<file path="config.mk">
export PLATFORM = sky130hd
export DESIGN_NAME = json_string_unescaper_core
export DESIGN_NICKNAME = d
export VERILOG_FILES = /design/src/rtl/core/jsu_pkg.sv /design/src/rtl/core/jsu_front.sv /design/src/rtl/core/jsu_queue.sv /design/src/rtl/core/jsu_back.sv /design/src/rtl/core/json_string_unescaper_core.sv
export SDC_FILE = /design/constraint.sdc
export NUM_CORES = 1
export LEC_CHECK = 0
export BUFFER_PORTS_ARGS = -buffer_cell sky130_fd_sc_hd__clkbuf_2
export CAP_MARGIN = 10
export CORE_MARGIN = 10
export CORE_UTILIZATION = 68
export CTS_CLUSTER_SIZE = 16
export DETAILED_ROUTE_END_ITERATION = 6
export PLACE_DENSITY = 0.94
export RECOVER_POWER = 50
export SLEW_MARGIN = 20
export SYNTH_ARGS = -nofsm -noshare
export SYNTH_HDL_FRONTEND = slang
export SYNTH_HIERARCHICAL = 1
export SYNTH_SLANG_ARGS = --single-unit
export TNS_END_PERCENT = 20
</file>
<file path="constraint.sdc">
create_clock -name clk_i -period 15.69 [get_ports clk_i]
set_clock_uncertainty 0.05 [all_clocks]
set_input_delay 0.7845 -clock clk_i [delete_from_list [all_inputs] [get_ports clk_i]]
set_output_delay 0.7845 -clock clk_i [all_outputs]
set_load 0.1 [all_outputs]
</file>
<file path="src/rtl/core/jsu_pkg.sv">
// ----------------------------------------------------------------------------
// jsu_pkg
// Shared types, character codes and helper functions of the JSON string
// unescaper: parse modes, job records and UTF-8 encoding.
// ----------------------------------------------------------------------------
package jsu_pkg;

  typedef enum logic [3:0] {
    MODE_QUOTE   = 4'd0,
    MODE_SKIP    = 4'd1,
    MODE_BODY    = 4'd2,
    MODE_ESC     = 4'd3,
    MODE_HEX     = 4'd4,
    MODE_HIGH    = 4'd5,
    MODE_HIGH_BS = 4'd6,
    MODE_LOW     = 4'd7,
    MODE_LOW_BAD = 4'd8
  } mode_e;

  typedef enum logic [1:0] {
    BK_NONE = 2'd0,
    BK_RAW  = 2'd1,
    BK_CP   = 2'd2
  } bkind_e;

  typedef enum logic [1:0] {
    TRL_NONE = 2'd0,
    TRL_DONE = 2'd1,
    TRL_ERR  = 2'd2
  } trail_e;

  typedef enum logic [1:0] {
    ESC_LIT = 2'd0,
    ESC_UNI = 2'd1,
    ESC_BAD = 2'd2
  } esc_e;

  localparam logic [1:0] KIND_BYTE = 2'd0;
  localparam logic [1:0] KIND_DONE = 2'd1;
  localparam logic [1:0] KIND_ERR  = 2'd2;

  localparam logic [2:0] ERR_NO_QUOTE  = 3'd0;
  localparam logic [2:0] ERR_UNTERM    = 3'd1;
  localparam logic [2:0] ERR_BAD_ESC   = 3'd2;
  localparam logic [2:0] ERR_BAD_HEX   = 3'd3;
  localparam logic [2:0] ERR_BAD_LOW   = 3'd4;

  localparam logic [7:0] CH_QUOTE  = 8'h22;
  localparam logic [7:0] CH_BSLASH = 8'h5C;
  localparam logic [7:0] CH_SLASH  = 8'h2F;
  localparam logic [7:0] CH_B      = 8'h62;
  localparam logic [7:0] CH_F      = 8'h66;
  localparam logic [7:0] CH_N      = 8'h6E;
  localparam logic [7:0] CH_R      = 8'h72;
  localparam logic [7:0] CH_T      = 8'h74;
  localparam logic [7:0] CH_U      = 8'h75;

  localparam logic [15:0] HIGH_MIN = 16'hD800;
  localparam logic [15:0] HIGH_MAX = 16'hDBFF;
  localparam logic [15:0] LOW_MIN  = 16'hDC00;
  localparam logic [15:0] LOW_MAX  = 16'hDFFF;
  localparam logic [20:0] SUPP_BASE = 21'h10000;

  // one unit of work handed from the parser to the output sequencer
  typedef struct packed {
    logic          a_vld;   // flush of a held high surrogate
    logic [15:0]   a_cp;
    bkind_e        b_kind;
    logic [20:0]   b_val;
    trail_e        trl;
    logic [2:0]    err_code;
  } job_t;

  typedef struct packed {
    logic [2:0]      n;
    logic [3:0][7:0] b;
  } enc_t;

  typedef struct packed {
    logic       ok;
    logic [3:0] val;
  } hex_t;

  typedef struct packed {
    esc_e       kind;
    logic [7:0] chr;
  } esc_t;

  function automatic enc_t utf8_enc(input logic [20:0] cp);
    enc_t e;
    e = '0;
    if (cp <= 21'h7F) begin
      e.n    = 3'd1;
      e.b[0] = {1'b0, cp[6:0]};
    end else if (cp <= 21'h7FF) begin
      e.n    = 3'd2;
      e.b[0] = {3'b110, cp[10:6]};
      e.b[1] = {2'b10, cp[5:0]};
    end else if (cp <= 21'hFFFF) begin
      e.n    = 3'd3;
      e.b[0] = {4'b1110, cp[15:12]};
      e.b[1] = {2'b10, cp[11:6]};
      e.b[2] = {2'b10, cp[5:0]};
    end else begin
      e.n    = 3'd4;
      e.b[0] = {5'b11110, cp[20:18]};
      e.b[1] = {2'b10, cp[17:12]};
      e.b[2] = {2'b10, cp[11:6]};
      e.b[3] = {2'b10, cp[5:0]};
    end
    return e;
  endfunction

  function automatic hex_t hex_val(input logic [7:0] c);
    hex_t h;
    h = '0;
    if (c >= 8'h30 && c <= 8'h39) begin
      h.ok  = 1'b1;
      h.val = c[3:0];
    end else if ((c >= 8'h61 && c <= 8'h66) || (c >= 8'h41 && c <= 8'h46)) begin
      h.ok  = 1'b1;
      h.val = c[3:0] + 4'd9;
    end
    return h;
  endfunction

  function automatic esc_t esc_map(input logic [7:0] c);
    esc_t r;
    r.kind = ESC_LIT;
    r.chr  = c;
    case (c)
      CH_QUOTE, CH_BSLASH, CH_SLASH: r.chr = c;
      CH_B: r.chr = 8'h08;
      CH_F: r.chr = 8'h0C;
      CH_N: r.chr = 8'h0A;
      CH_R: r.chr = 8'h0D;
      CH_T: r.chr = 8'h09;
      CH_U: r.kind = ESC_UNI;
      default: r.kind = ESC_BAD;
    endcase
    return r;
  endfunction

endpackage

</file>
<file path="src/rtl/core/jsu_front.sv">
// ----------------------------------------------------------------------------
// jsu_front
// Parser: takes one input word per cycle unless the queue is full, tracks the
// escape state and turns words with output into job records for the sequencer.
// ----------------------------------------------------------------------------
module jsu_front (
  input  logic          clk_i,
  input  logic          rst_ni,
  input  logic          in_valid_i,
  output logic          in_stall_o,
  input  logic [7:0]    ch_i,
  input  logic          end_of_line_i,
  input  logic          full_i,
  output logic          push_o,
  output jsu_pkg::job_t job_o
);

  jsu_pkg::mode_e mode_q, mode_d;
  logic [2:0]     cnt_q, cnt_d;
  logic [15:0]    acc_q, acc_d;
  logic [15:0]    held_q, held_d;

  logic           accept;
  jsu_pkg::hex_t  hv;
  jsu_pkg::esc_t  em;
  logic [15:0]    acc_sh, acc_n;
  logic [2:0]     cnt_inc;
  logic           bad;
  logic           err;
  logic [2:0]     err_code;
  logic           done;
  jsu_pkg::job_t  job;

  assign accept     = in_valid_i & ~full_i;
  assign in_stall_o = full_i;

  always_comb begin
    hv       = jsu_pkg::hex_val(ch_i);
    em       = jsu_pkg::esc_map(ch_i);
    acc_sh   = {acc_q[11:0], hv.val};
    acc_n    = hv.ok ? acc_sh : acc_q;
    cnt_inc  = cnt_q + 3'd1;
    bad      = 1'b0;
    mode_d   = mode_q;
    cnt_d    = cnt_q;
    acc_d    = acc_q;
    held_d   = held_q;
    err      = 1'b0;
    err_code = jsu_pkg::ERR_NO_QUOTE;
    done     = 1'b0;
    job      = '0;
    job.a_cp = held_q;

    case (mode_q)
      jsu_pkg::MODE_QUOTE: begin
        if (ch_i == jsu_pkg::CH_QUOTE) begin
          mode_d = jsu_pkg::MODE_BODY;
        end else begin
          err      = 1'b1;
          err_code = jsu_pkg::ERR_NO_QUOTE;
        end
      end
      jsu_pkg::MODE_BODY, jsu_pkg::MODE_HIGH: begin
        if (mode_q == jsu_pkg::MODE_HIGH && ch_i == jsu_pkg::CH_BSLASH) begin
          mode_d = jsu_pkg::MODE_HIGH_BS;
        end else begin
          job.a_vld = (mode_q == jsu_pkg::MODE_HIGH);
          mode_d    = jsu_pkg::MODE_BODY;
          if (ch_i == jsu_pkg::CH_QUOTE) begin
            done = 1'b1;
          end else if (ch_i == jsu_pkg::CH_BSLASH) begin
            mode_d = jsu_pkg::MODE_ESC;
          end else begin
            job.b_kind = jsu_pkg::BK_RAW;
            job.b_val  = {13'd0, ch_i};
          end
        end
      end
      jsu_pkg::MODE_ESC, jsu_pkg::MODE_HIGH_BS: begin
        if (mode_q == jsu_pkg::MODE_HIGH_BS && ch_i == jsu_pkg::CH_U) begin
          mode_d = jsu_pkg::MODE_LOW;
          cnt_d  = '0;
          acc_d  = '0;
        end else begin
          job.a_vld = (mode_q == jsu_pkg::MODE_HIGH_BS);
          case (em.kind)
            jsu_pkg::ESC_LIT: begin
              job.b_kind = jsu_pkg::BK_RAW;
              job.b_val  = {13'd0, em.chr};
              mode_d     = jsu_pkg::MODE_BODY;
            end
            jsu_pkg::ESC_UNI: begin
              mode_d = jsu_pkg::MODE_HEX;
              cnt_d  = '0;
              acc_d  = '0;
            end
            default: begin
              mode_d   = jsu_pkg::MODE_ESC;
              err      = 1'b1;
              err_code = jsu_pkg::ERR_BAD_ESC;
            end
          endcase
        end
      end
      jsu_pkg::MODE_HEX: begin
        if (!hv.ok) begin
          err      = 1'b1;
          err_code = jsu_pkg::ERR_BAD_HEX;
        end else begin
          acc_d = acc_sh;
          cnt_d = cnt_inc;
          if (cnt_inc[2]) begin
            if (acc_sh >= jsu_pkg::HIGH_MIN && acc_sh <= jsu_pkg::HIGH_MAX) begin
              held_d = acc_sh;
              mode_d = jsu_pkg::MODE_HIGH;
            end else begin
              job.b_kind = jsu_pkg::BK_CP;
              job.b_val  = {5'd0, acc_sh};
              mode_d     = jsu_pkg::MODE_BODY;
            end
          end
        end
      end
      jsu_pkg::MODE_LOW, jsu_pkg::MODE_LOW_BAD: begin
        bad    = (mode_q == jsu_pkg::MODE_LOW_BAD) | ~hv.ok;
        mode_d = bad ? jsu_pkg::MODE_LOW_BAD : mode_q;
        acc_d  = acc_n;
        cnt_d  = cnt_inc;
        if (cnt_inc[2]) begin
          if (bad) begin
            err      = 1'b1;
            err_code = jsu_pkg::ERR_BAD_LOW;
          end else if (acc_n >= jsu_pkg::LOW_MIN && acc_n <= jsu_pkg::LOW_MAX) begin
            job.b_kind = jsu_pkg::BK_CP;
            job.b_val  = jsu_pkg::SUPP_BASE + {1'b0, held_q[9:0], acc_n[9:0]};
            mode_d     = jsu_pkg::MODE_BODY;
          end else begin
            job.a_vld = 1'b1;
            if (acc_n >= jsu_pkg::HIGH_MIN && acc_n <= jsu_pkg::HIGH_MAX) begin
              held_d = acc_n;
              mode_d = jsu_pkg::MODE_HIGH;
            end else begin
              job.b_kind = jsu_pkg::BK_CP;
              job.b_val  = {5'd0, acc_n};
              mode_d     = jsu_pkg::MODE_BODY;
            end
          end
        end
      end
      default: begin
      end
    endcase

    if (err) begin
      job.a_vld    = 1'b0;
      job.b_kind   = jsu_pkg::BK_NONE;
      job.trl      = jsu_pkg::TRL_ERR;
      job.err_code = err_code;
      mode_d       = end_of_line_i ? jsu_pkg::MODE_QUOTE : jsu_pkg::MODE_SKIP;
    end else if (done) begin
      job.trl = jsu_pkg::TRL_DONE;
      mode_d  = end_of_line_i ? jsu_pkg::MODE_QUOTE : jsu_pkg::MODE_SKIP;
    end else if (end_of_line_i) begin
      if (mode_d != jsu_pkg::MODE_QUOTE && mode_d != jsu_pkg::MODE_SKIP) begin
        job.a_vld  = 1'b0;
        job.b_kind = jsu_pkg::BK_NONE;
        job.trl    = jsu_pkg::TRL_ERR;
        if (mode_d == jsu_pkg::MODE_HEX || mode_d == jsu_pkg::MODE_LOW ||
            mode_d == jsu_pkg::MODE_LOW_BAD) begin
          job.err_code = jsu_pkg::ERR_BAD_HEX;
        end else begin
          job.err_code = jsu_pkg::ERR_UNTERM;
        end
      end
      mode_d = jsu_pkg::MODE_QUOTE;
    end
  end

  assign job_o  = job;
  assign push_o = accept &
                  (job.a_vld | (job.b_kind != jsu_pkg::BK_NONE) |
                   (job.trl != jsu_pkg::TRL_NONE));

  always_ff @(posedge clk_i or negedge rst_ni) begin
    if (!rst_ni) begin
      mode_q <= jsu_pkg::MODE_QUOTE;
      cnt_q  <= '0;
      acc_q  <= '0;
      held_q <= '0;
    end else if (accept) begin
      mode_q <= mode_d;
      cnt_q  <= cnt_d;
      acc_q  <= acc_d;
      held_q <= held_d;
    end
  end

endmodule

</file>
<file path="src/rtl/core/jsu_queue.sv">
// ----------------------------------------------------------------------------
// jsu_queue
// Small FIFO of job records between the parser and the output sequencer.
// ----------------------------------------------------------------------------
module jsu_queue #(
  parameter int Depth = 4
) (
  input  logic          clk_i,
  input  logic          rst_ni,
  input  logic          push_i,
  input  jsu_pkg::job_t job_i,
  output logic          full_o,
  input  logic          pop_i,
  output logic          head_vld_o,
  output jsu_pkg::job_t head_o
);

  localparam int PtrW = (Depth > 1) ? $clog2(Depth) : 1;
  localparam int CntW = $clog2(Depth + 1);

  jsu_pkg::job_t       entries_q [Depth];
  logic [PtrW-1:0]     wr_q, wr_d;
  logic [PtrW-1:0]     rd_q, rd_d;
  logic [CntW-1:0]     cnt_q, cnt_d;

  assign full_o     = (cnt_q == CntW'(Depth));
  assign head_vld_o = (cnt_q != '0);
  assign head_o     = entries_q[rd_q];

  always_comb begin
    wr_d  = wr_q;
    rd_d  = rd_q;
    cnt_d = cnt_q;
    if (push_i) begin
      wr_d = (wr_q == PtrW'(Depth - 1)) ? '0 : wr_q + 1'b1;
    end
    if (pop_i) begin
      rd_d = (rd_q == PtrW'(Depth - 1)) ? '0 : rd_q + 1'b1;
    end
    if (push_i && !pop_i) begin
      cnt_d = cnt_q + 1'b1;
    end else if (!push_i && pop_i) begin
      cnt_d = cnt_q - 1'b1;
    end
  end

  always_ff @(posedge clk_i) begin
    if (push_i) begin
      entries_q[wr_q] <= job_i;
    end
  end

  always_ff @(posedge clk_i or negedge rst_ni) begin
    if (!rst_ni) begin
      wr_q  <= '0;
      rd_q  <= '0;
      cnt_q <= '0;
    end else begin
      wr_q  <= wr_d;
      rd_q  <= rd_d;
      cnt_q <= cnt_d;
    end
  end

endmodule

</file>
<file path="src/rtl/core/jsu_back.sv">
// ----------------------------------------------------------------------------
// jsu_back
// Output sequencer: expands the head job into UTF-8 bytes and any trailing
// done or error word into a registered output, one per cycle unless stalled.
// ----------------------------------------------------------------------------
module jsu_back (
  input  logic          clk_i,
  input  logic          rst_ni,
  input  logic          head_vld_i,
  input  jsu_pkg::job_t head_i,
  output logic          pop_o,
  output logic          out_valid_o,
  input  logic          out_stall_i,
  output logic [7:0]    out_byte_o,
  output logic [1:0]    kind_o,
  output logic [2:0]    error_code_o,
  output logic          last_o
);

  jsu_pkg::enc_t  enc_a, enc_b;
  logic [2:0]     n_a, n_bytes, total;
  logic [2:0]     jj;
  logic [7:0]     bytes [6];
  logic [2:0]     idx_q, idx_d;
  logic           load;
  logic           at_end;

  logic           out_valid_q;
  logic [7:0]     out_byte_q, out_byte_d;
  logic [1:0]     kind_q, kind_d;
  logic [2:0]     code_q, code_d;
  logic           last_q;

  always_comb begin
    jj    = '0;
    enc_a = jsu_pkg::utf8_enc({5'd0, head_i.a_cp});
    case (head_i.b_kind)
      jsu_pkg::BK_RAW: begin
        enc_b      = '0;
        enc_b.n    = 3'd1;
        enc_b.b[0] = head_i.b_val[7:0];
      end
      jsu_pkg::BK_CP: enc_b = jsu_pkg::utf8_enc(head_i.b_val);
      default: enc_b = '0;
    endcase
    n_a     = head_i.a_vld ? enc_a.n : 3'd0;
    n_bytes = n_a + enc_b.n;
    total   = n_bytes + {2'd0, head_i.trl != jsu_pkg::TRL_NONE};
    for (int i = 0; i < 6; i++) begin
      if (3'(i) < n_a) begin
        bytes[i] = enc_a.b[2'(i)];
      end else begin
        jj       = 3'(i) - n_a;
        bytes[i] = enc_b.b[jj[1:0]];
      end
    end
  end

  assign load   = head_vld_i & (~out_valid_q | ~out_stall_i);
  assign at_end = (idx_q == total - 3'd1);
  assign pop_o  = load & at_end;

  always_comb begin
    idx_d = idx_q;
    if (load) begin
      idx_d = at_end ? 3'd0 : idx_q + 3'd1;
    end
    if (idx_q < n_bytes) begin
      out_byte_d = bytes[idx_q];
      kind_d     = jsu_pkg::KIND_BYTE;
      code_d     = '0;
    end else if (head_i.trl == jsu_pkg::TRL_ERR) begin
      out_byte_d = '0;
      kind_d     = jsu_pkg::KIND_ERR;
      code_d     = head_i.err_code;
    end else begin
      out_byte_d = '0;
      kind_d     = jsu_pkg::KIND_DONE;
      code_d     = '0;
    end
  end

  always_ff @(posedge clk_i or negedge rst_ni) begin
    if (!rst_ni) begin
      idx_q       <= '0;
      out_valid_q <= 1'b0;
    end else begin
      idx_q <= idx_d;
      if (load) begin
        out_valid_q <= 1'b1;
      end else if (!out_stall_i) begin
        out_valid_q <= 1'b0;
      end
    end
  end

  always_ff @(posedge clk_i) begin
    if (load) begin
      out_byte_q <= out_byte_d;
      kind_q     <= kind_d;
      code_q     <= code_d;
      last_q     <= at_end;
    end
  end

  assign out_valid_o  = out_valid_q;
  assign out_byte_o   = out_byte_q;
  assign kind_o       = kind_q;
  assign error_code_o = code_q;
  assign last_o       = last_q;

endmodule

</file>
<file path="src/rtl/core/json_string_unescaper_core.sv">
// ----------------------------------------------------------------------------
// json_string_unescaper_core
// Decodes a JSON string literal, one byte per word, into UTF-8 bytes with
// done and error words.
//
//   channel | direction | handshake              | payload
//   --------+-----------+------------------------+------------------------------
//   in      | input     | in_valid_i / in_stall_o | ch_i, end_of_line_i
//   out     | output    | out_valid_o/out_stall_i | out_byte_o, kind_o,
//           |           |                        | error_code_o, last_o
//
// The parser takes one input word per cycle while the job queue has room.
// The sequencer emits an input word's results one after another, stalling
// with the output, so a word that yields several results holds it until all
// are out; QueueDepth jobs buffer it. Input words that yield no result never
// enter the queue. Results are registered in the output register once their
// job reaches the queue head. Reset returns the parser to awaiting the
// opening quote and empties the queue and output register.
// ----------------------------------------------------------------------------
module json_string_unescaper_core #(
  parameter int QueueDepth = 4
) (
  input  logic       clk_i,
  input  logic       rst_ni,
  input  logic       in_valid_i,
  output logic       in_stall_o,
  input  logic [7:0] ch_i,
  input  logic       end_of_line_i,
  output logic       out_valid_o,
  input  logic       out_stall_i,
  output logic [7:0] out_byte_o,
  output logic [1:0] kind_o,
  output logic [2:0] error_code_o,
  output logic       last_o
);

  logic          push;
  logic          full;
  logic          pop;
  logic          head_vld;
  jsu_pkg::job_t job;
  jsu_pkg::job_t head;

  jsu_front u_front (
    .clk_i         (clk_i),
    .rst_ni        (rst_ni),
    .in_valid_i    (in_valid_i),
    .in_stall_o    (in_stall_o),
    .ch_i          (ch_i),
    .end_of_line_i (end_of_line_i),
    .full_i        (full),
    .push_o        (push),
    .job_o         (job)
  );

  jsu_queue #(
    .Depth (QueueDepth)
  ) u_queue (
    .clk_i      (clk_i),
    .rst_ni     (rst_ni),
    .push_i     (push),
    .job_i      (job),
    .full_o     (full),
    .pop_i      (pop),
    .head_vld_o (head_vld),
    .head_o     (head)
  );

  jsu_back u_back (
    .clk_i        (clk_i),
    .rst_ni       (rst_ni),
    .head_vld_i   (head_vld),
    .head_i       (head),
    .pop_o        (pop),
    .out_valid_o  (out_valid_o),
    .out_stall_i  (out_stall_i),
    .out_byte_o   (out_byte_o),
    .kind_o       (kind_o),
    .error_code_o (error_code_o),
    .last_o       (last_o)
  );

endmodule

</file>
Yosys cells after proc, flatten, opt, wreduce, memory -nomap -nowiden
Memory sizes are Yosys's and may differ from the RTL's.
Index checks and enable logic that the tools add are counted.
Storage, ports and cells
  register bits: 64
  output and inout port bits: 16
  word-level logic and storage cells: 285
  memories kept: 1
  RAM bits: 180
  input port bits: 13
Cells by class
  equal/unequal tests: 37
  add/subtract/negate cells: 17
  reductions and logical operators: 37
  mux-type cells: 135
  bitwise logic cells: 14
  order comparisons: 31
Memories
  u_queue.entries_q: depth 4, bits a word 45, rd ports 1, clocked after Yosys merged registers in 0, write ports 1, line jsu_queue.sv:21  | jsu_pkg::job_t entries_q [Depth];
Operator list (number)
  $mux 23: 10
  $mux 16: 12
  $mux 8: 18
  $bmux 8 s2: 6
  $pmux 23 s4: 1
  $pmux 35 s2: 1
  $mux 22: 3
  $pmux 16 s2: 2
  $eq 8x7->1 const B: 7
  $mux 4: 13
  $ge 16x16->1 const B: 3
  $le 16x16->1 const B: 3
  $mux 3: 15
  $pmux 8 s5: 1
  $mux 2: 13
  $mux 1: 25
  $mux 5: 5
  $bmux 8 s3: 1
  $eq 4x3->1 const B: 6
  $mux 24: 1
  $add 17x20->21 const A: 1
  $le 21x11->1 const B: 1
  $le 21x16->1 const B: 1
  $le 21x7->1 const B: 1
  56 further kinds: 121

Depth between registers and ports, before layout
  depth after elaboration: 28
  depth in mapped cells: 26
  gate-level depth less buffers: 22

Modules after synthesis
Netlist, hierarchy kept.
Modules (own cells, without submodules)
  jsu_queue: area each 6930.4 um^2, instances 1, cells an instance 272, seq. area each 5580.4 um^2
  jsu_front: area each 2910.3 um^2, instances 1, cells an instance 335, seq. area each 975.9 um^2
  jsu_back: area each 2391.0 um^2, instances 1, cells an instance 310, seq. area each 520.5 um^2

Worst setup path before layout
OpenSTA, ideal clock, no wires.
  path type: reg2reg
  start point: reg u_queue.rd_q[0]
  end point: reg u_queue.cnt_q[1]
  path slack: 10.418 ns
  cell stages (with the launch flop): 25
  buffers on the path: 5
  arrival time: 5.097 ns
  required time: 15.515 ns
  path through: dfrtp_1 > buf_6 > buf_8 > mux4_2 > or4_1 > buf_2 > nor2_1 > buf_2 > buf_2 > a31oi_1 > nor2_1 > ha_1 > fa_1 > inv_1 > ha_1 > xnor2_1 > xnor2_1 > nand3_1 > inv_1 > and2_1 > inv_1 > ha_1 > inv_1 > fa_1 > mux2_2
RTL lines
  from (decl): line jsu_queue.sv:23  | logic [PtrW-1:0] rd_q, rd_d;
  from (signal assigned): line jsu_queue.sv:60  | rd_q <= rd_d;
  to (signal assigned): line jsu_queue.sv:61  | cnt_q <= cnt_d;
  to (decl): line jsu_queue.sv:24  | logic [CntW-1:0] cnt_q, cnt_d;

==> results.cfg <==
[finish]
fillers = 969
drive_gt1_share_pct = 15.5
multi_input_area_mm2 = 0.00474
finalNetCount = 973
antenna_cells = 0
register_area_mm2 = 0.00708
area_growth_syn_to_layout_pct = 8.62

[clocking]
cts_hold_buf = 0
clock_sinks = 244
htree_levels = 1
clock_latency_ns = 0.53
ctsResizeCount = 0
cts_setup_buffers = 0
cts-root-buf = clkbuf_16
numCtsBuffers = 25
cts_tree = built
path_clk_slew_ns = 0.06
cts.path.max_buffers = 3

[hold_path]
hold_depth = 1
worstHoldPathType = register to register

[timing]
fin_crit_ns = 6.24
worstMarginPinSlew_ns = 3.10
rsz0062_at_grt = no
slew_violations = 74
relSlewSlack_pct = -107
setup_viol = 0
hold_viol_final = 0
period_share_pct = 39.8
fin_hold_ws_ns = 0.434
max_freq_mhz = 160
fin_ws_ns = 9.45
tns_ns = 0

[floorplan]
initial_core_util_pct = 70.0
fp.dieH_um = 154
coreArea_mm2 = 0.0175
dieWidth_um = 154
rows = 48
io_pins = 29
fp.dieArea_mm2 = 0.0238

[job]
cap_violations = 3

[global_routing]
antenna_found_initial = 1
grt_pass1_wl_um = 50900
grt_max_degree = 51
first_global_vias = 8795
grt_use_total_pct = 26.8
grt_overflow = 0

[synth]
ys.flop_type = edfxtp_1
synth_edf_count = 194
syn_nets = 954
ys_warn_count = 6
syn_avg_cell_area_um2 = 13.3
async_reset_ff_share_pct = 20.5
ys_ff_latch = 244
synth_cell_type_count = 83
syn_area_mm2 = 0.0122
netlist_instances = 917
seq_area_frac_synth_pct = 57.9

[critical_path]
criticalPathCategory = register to register
arrival_ns = 6.62
critPathSlowestCell = dfrtp_2
critPathTopFamily = simple AND/OR/NAND/NOR gates
crit_required_ns = 16.07
r2r_cells = 21
path_buf_inv = 5
cp-start-kind = register
path_common_cell = inv_1
path_max_fanout = 26
crit_chain = buf_4 -> mux4_2 -> or3_1 -> or4_4 -> nand2_1 -> nor2_1 -> fa_1 -> inv_1 -> ha_1 -> xnor2_1 -> xnor2_1 -> nand3_1 -> inv_1 -> and2_1 -> inv_1 -> ha_1 -> inv_1 -> fa_1 -> xor2_1 -> nor2_1 -> xor2_1
worstSetupPathDepth = 21
critPathCaptureType = register
critPathMaxStageDelay_ns = 0.93

[pwr]
power.share.combinational_pct = 44.8
seq_power_share_pct = 32.6
p_clk_share_pct = 22.6
switchingPower_mw = 1.16
ir_drop_uv = 167
internal_power_mw = 1.62
switching_share_pct = 41.7
power_density_mw_per_mm2 = 209
leakage_nw = 4.76

[drt]
drc = 0
wirelength_um = 32800
first_pass_iters = 5
vias = 8767
vias_per_cell = 7.43
first_iter_violations = 1314
ant_nets = 0
post_drt_wl_per_cell_um = 27.8

[placement]
hpwl_um = 21000
portBuffers = 28
gp_congestion = 0.979
pre_cts_slack_ns = 9.41

[run_status]
status = finished with violations
violations = capacitance limit, slew limit
## registers in the layout (all words and copies together), names as in the netlist, 2 cells and up
register / cells
u_queue/rd_q: 2
u_queue/entries_q: 180
u_front/acc_q: 16
u_back/out_byte_o: 8
u_front/mode_q: 4
u_front/held_q: 16
u_front/cnt_q: 3
u_back/error_code_o: 3
u_queue/wr_q: 2
u_back/idx_q: 3
u_back/kind_o: 2
u_queue/cnt_q: 3
## synthesized netlist by cell type (all sizes together), types with 4 or more instances
| library cell | n | share of area (%) |
|---|---|---|
| or3 | 12 | 0.61 |
| a21oi | 27 | 1.1 |
| a21boi | 8 | 0.49 |
| xnor2 | 9 | 0.64 |
| or4 | 6 | 0.46 |
| a31oi | 15 | 0.77 |
| o211ai | 9 | 0.55 |
| nor3b | 7 | 0.43 |
| a22oi | 15 | 0.92 |
| or2 | 10 | 0.51 |
| o31ai | 5 | 0.35 |
| a32oi | 4 | 0.29 |
| nand3 | 18 | 0.74 |
| clkbuf | 22 | 0.68 |
| dfrtp | 50 | 10 |
| buf | 26 | 1.6 |
| mux4 | 45 | 8.3 |
| nor3 | 13 | 0.57 |
| ha | 22 | 2.3 |
| o21a | 4 | 0.25 |
| and2 | 17 | 0.87 |
| a22o | 29 | 2.1 |
| o32ai | 4 | 0.29 |
| o21ai | 40 | 1.7 |
| o22ai | 10 | 0.51 |
| nor2b | 8 | 0.41 |
| nand2b | 16 | 0.82 |
| nor2 | 56 | 1.7 |
| a31o | 5 | 0.36 |
| o2111ai | 8 | 0.57 |
| o41ai | 4 | 0.47 |
| edfxtp | 194 | 48 |
| xor2 | 7 | 0.50 |
| nand2 | 70 | 2.1 |
| mux2i | 10 | 0.92 |
| mux2 | 12 | 1.1 |
| inv | 29 | 0.89 |
| nor4 | 6 | 0.48 |
| a221oi | 6 | 0.43 |
| nand3b | 7 | 0.43 |
## final timing paths
kind / endpoint / slack (ns) / start
max: u_queue/cnt_q[2] / 9.45 / u_queue/rd_q[0]
min: u_front/cnt_q[0] / 0.43 / u_front/cnt_q[0]
max reg2reg: u_queue/cnt_q[2] / 9.45 / u_queue/rd_q[0]
min reg2reg: u_front/cnt_q[0] / 0.43 / u_front/cnt_q[0]
max in group asynchronous: u_queue/rd_q[0] / 12.25 / rst_ni
min in group asynchronous: u_front/held_q[5] / 1.32 / rst_ni
## kinds of logic after synthesis
kind of cell             share of synthesized area [%]
AND/OR/NAND/NOR                                   11.0
adder cells (fa/ha/maj)                           2.58
XOR/XNOR                                          1.15
flip-flops                                        57.9
multiplexers                                      10.3
AO/OA/AOI/OAI                                     14.0
buffers and inverters                             3.15
## layout make-up
class	instances	area share, %
Inverter	29	0.819
Timing Repair Buffer	40	1.52
Sequential cell	244	53.3
Clock buffer	27	4.92
Multi-Input combinational cell	596	35.7
Tap cell	225	2.12
Clock inverter	19	1.70
## metal layers
layer  global-route usage (%)  vias up  share of wire [%]
li1                         -     3658                  -
met1                     34.9     4256                 37
met2                     42.8      703                 47
met3                     4.91      150                 10
met4                     12.6        0                5.6
met5                        0        -                  0
## per-stage QoR
step / total power, mW / instances / util [%] / cell area (µm²)
final: 2.78 / 1180 / 76.0 / 13300
after global routing: 2.89 / 1180 / 76.0 / 13300
after CTS: 2.76 / 1179 / 76.4 / 13300
after detailed placement: 2.12 / 1133 / 71.3 / 12500
after global placement: 2.09 / 1133 / 71.3 / 12500
after floorplan: 1.84 / 917 / - / 12200
## layout by cell type (no fill, tap or decap), drive strengths merged, types with 5 or more instances in the layout
| master | instances |
|---|---|
| edfxtp | 194 |
| nand2 | 70 |
| clkbuf | 57 |
| nor2 | 56 |
| dfrtp | 50 |
| mux4 | 45 |
| o21ai | 40 |
| inv | 30 |
| a22o | 29 |
| a21oi | 27 |
| ha | 22 |
| nand3 | 18 |
| and2 | 17 |
| nand2b | 16 |
| a31oi | 15 |
| a22oi | 15 |
| nor3 | 13 |
| or3 | 12 |
| mux2 | 12 |
| clkinv | 12 |
| o22ai | 10 |
| buf | 10 |
| mux2i | 10 |
| or2 | 10 |
| xnor2 | 9 |
| o211ai | 9 |
| nor2b | 8 |
| o2111ai | 8 |
| a21boi | 8 |
| xor2 | 7 |
| nor3b | 7 |
| nand3b | 7 |
| a221oi | 6 |
| nor4 | 6 |
| or4 | 6 |
| bufinv | 5 |
| a31o | 5 |
| o31ai | 5 |
## power groups by stage
stage | Sequential (mW) | Combinational, mW | Clock, mW
floorplan | 0.997 | 0.841 | 0
global placement | 0.905 | 1.19 | 0
detailed placement | 0.915 | 1.21 | 0
CTS | 0.906 | 1.22 | 0.632
global route | 0.918 | 1.32 | 0.659
finish | 0.907 | 1.25 | 0.628
No activity file was read; power rests on OpenSTA's default activity.
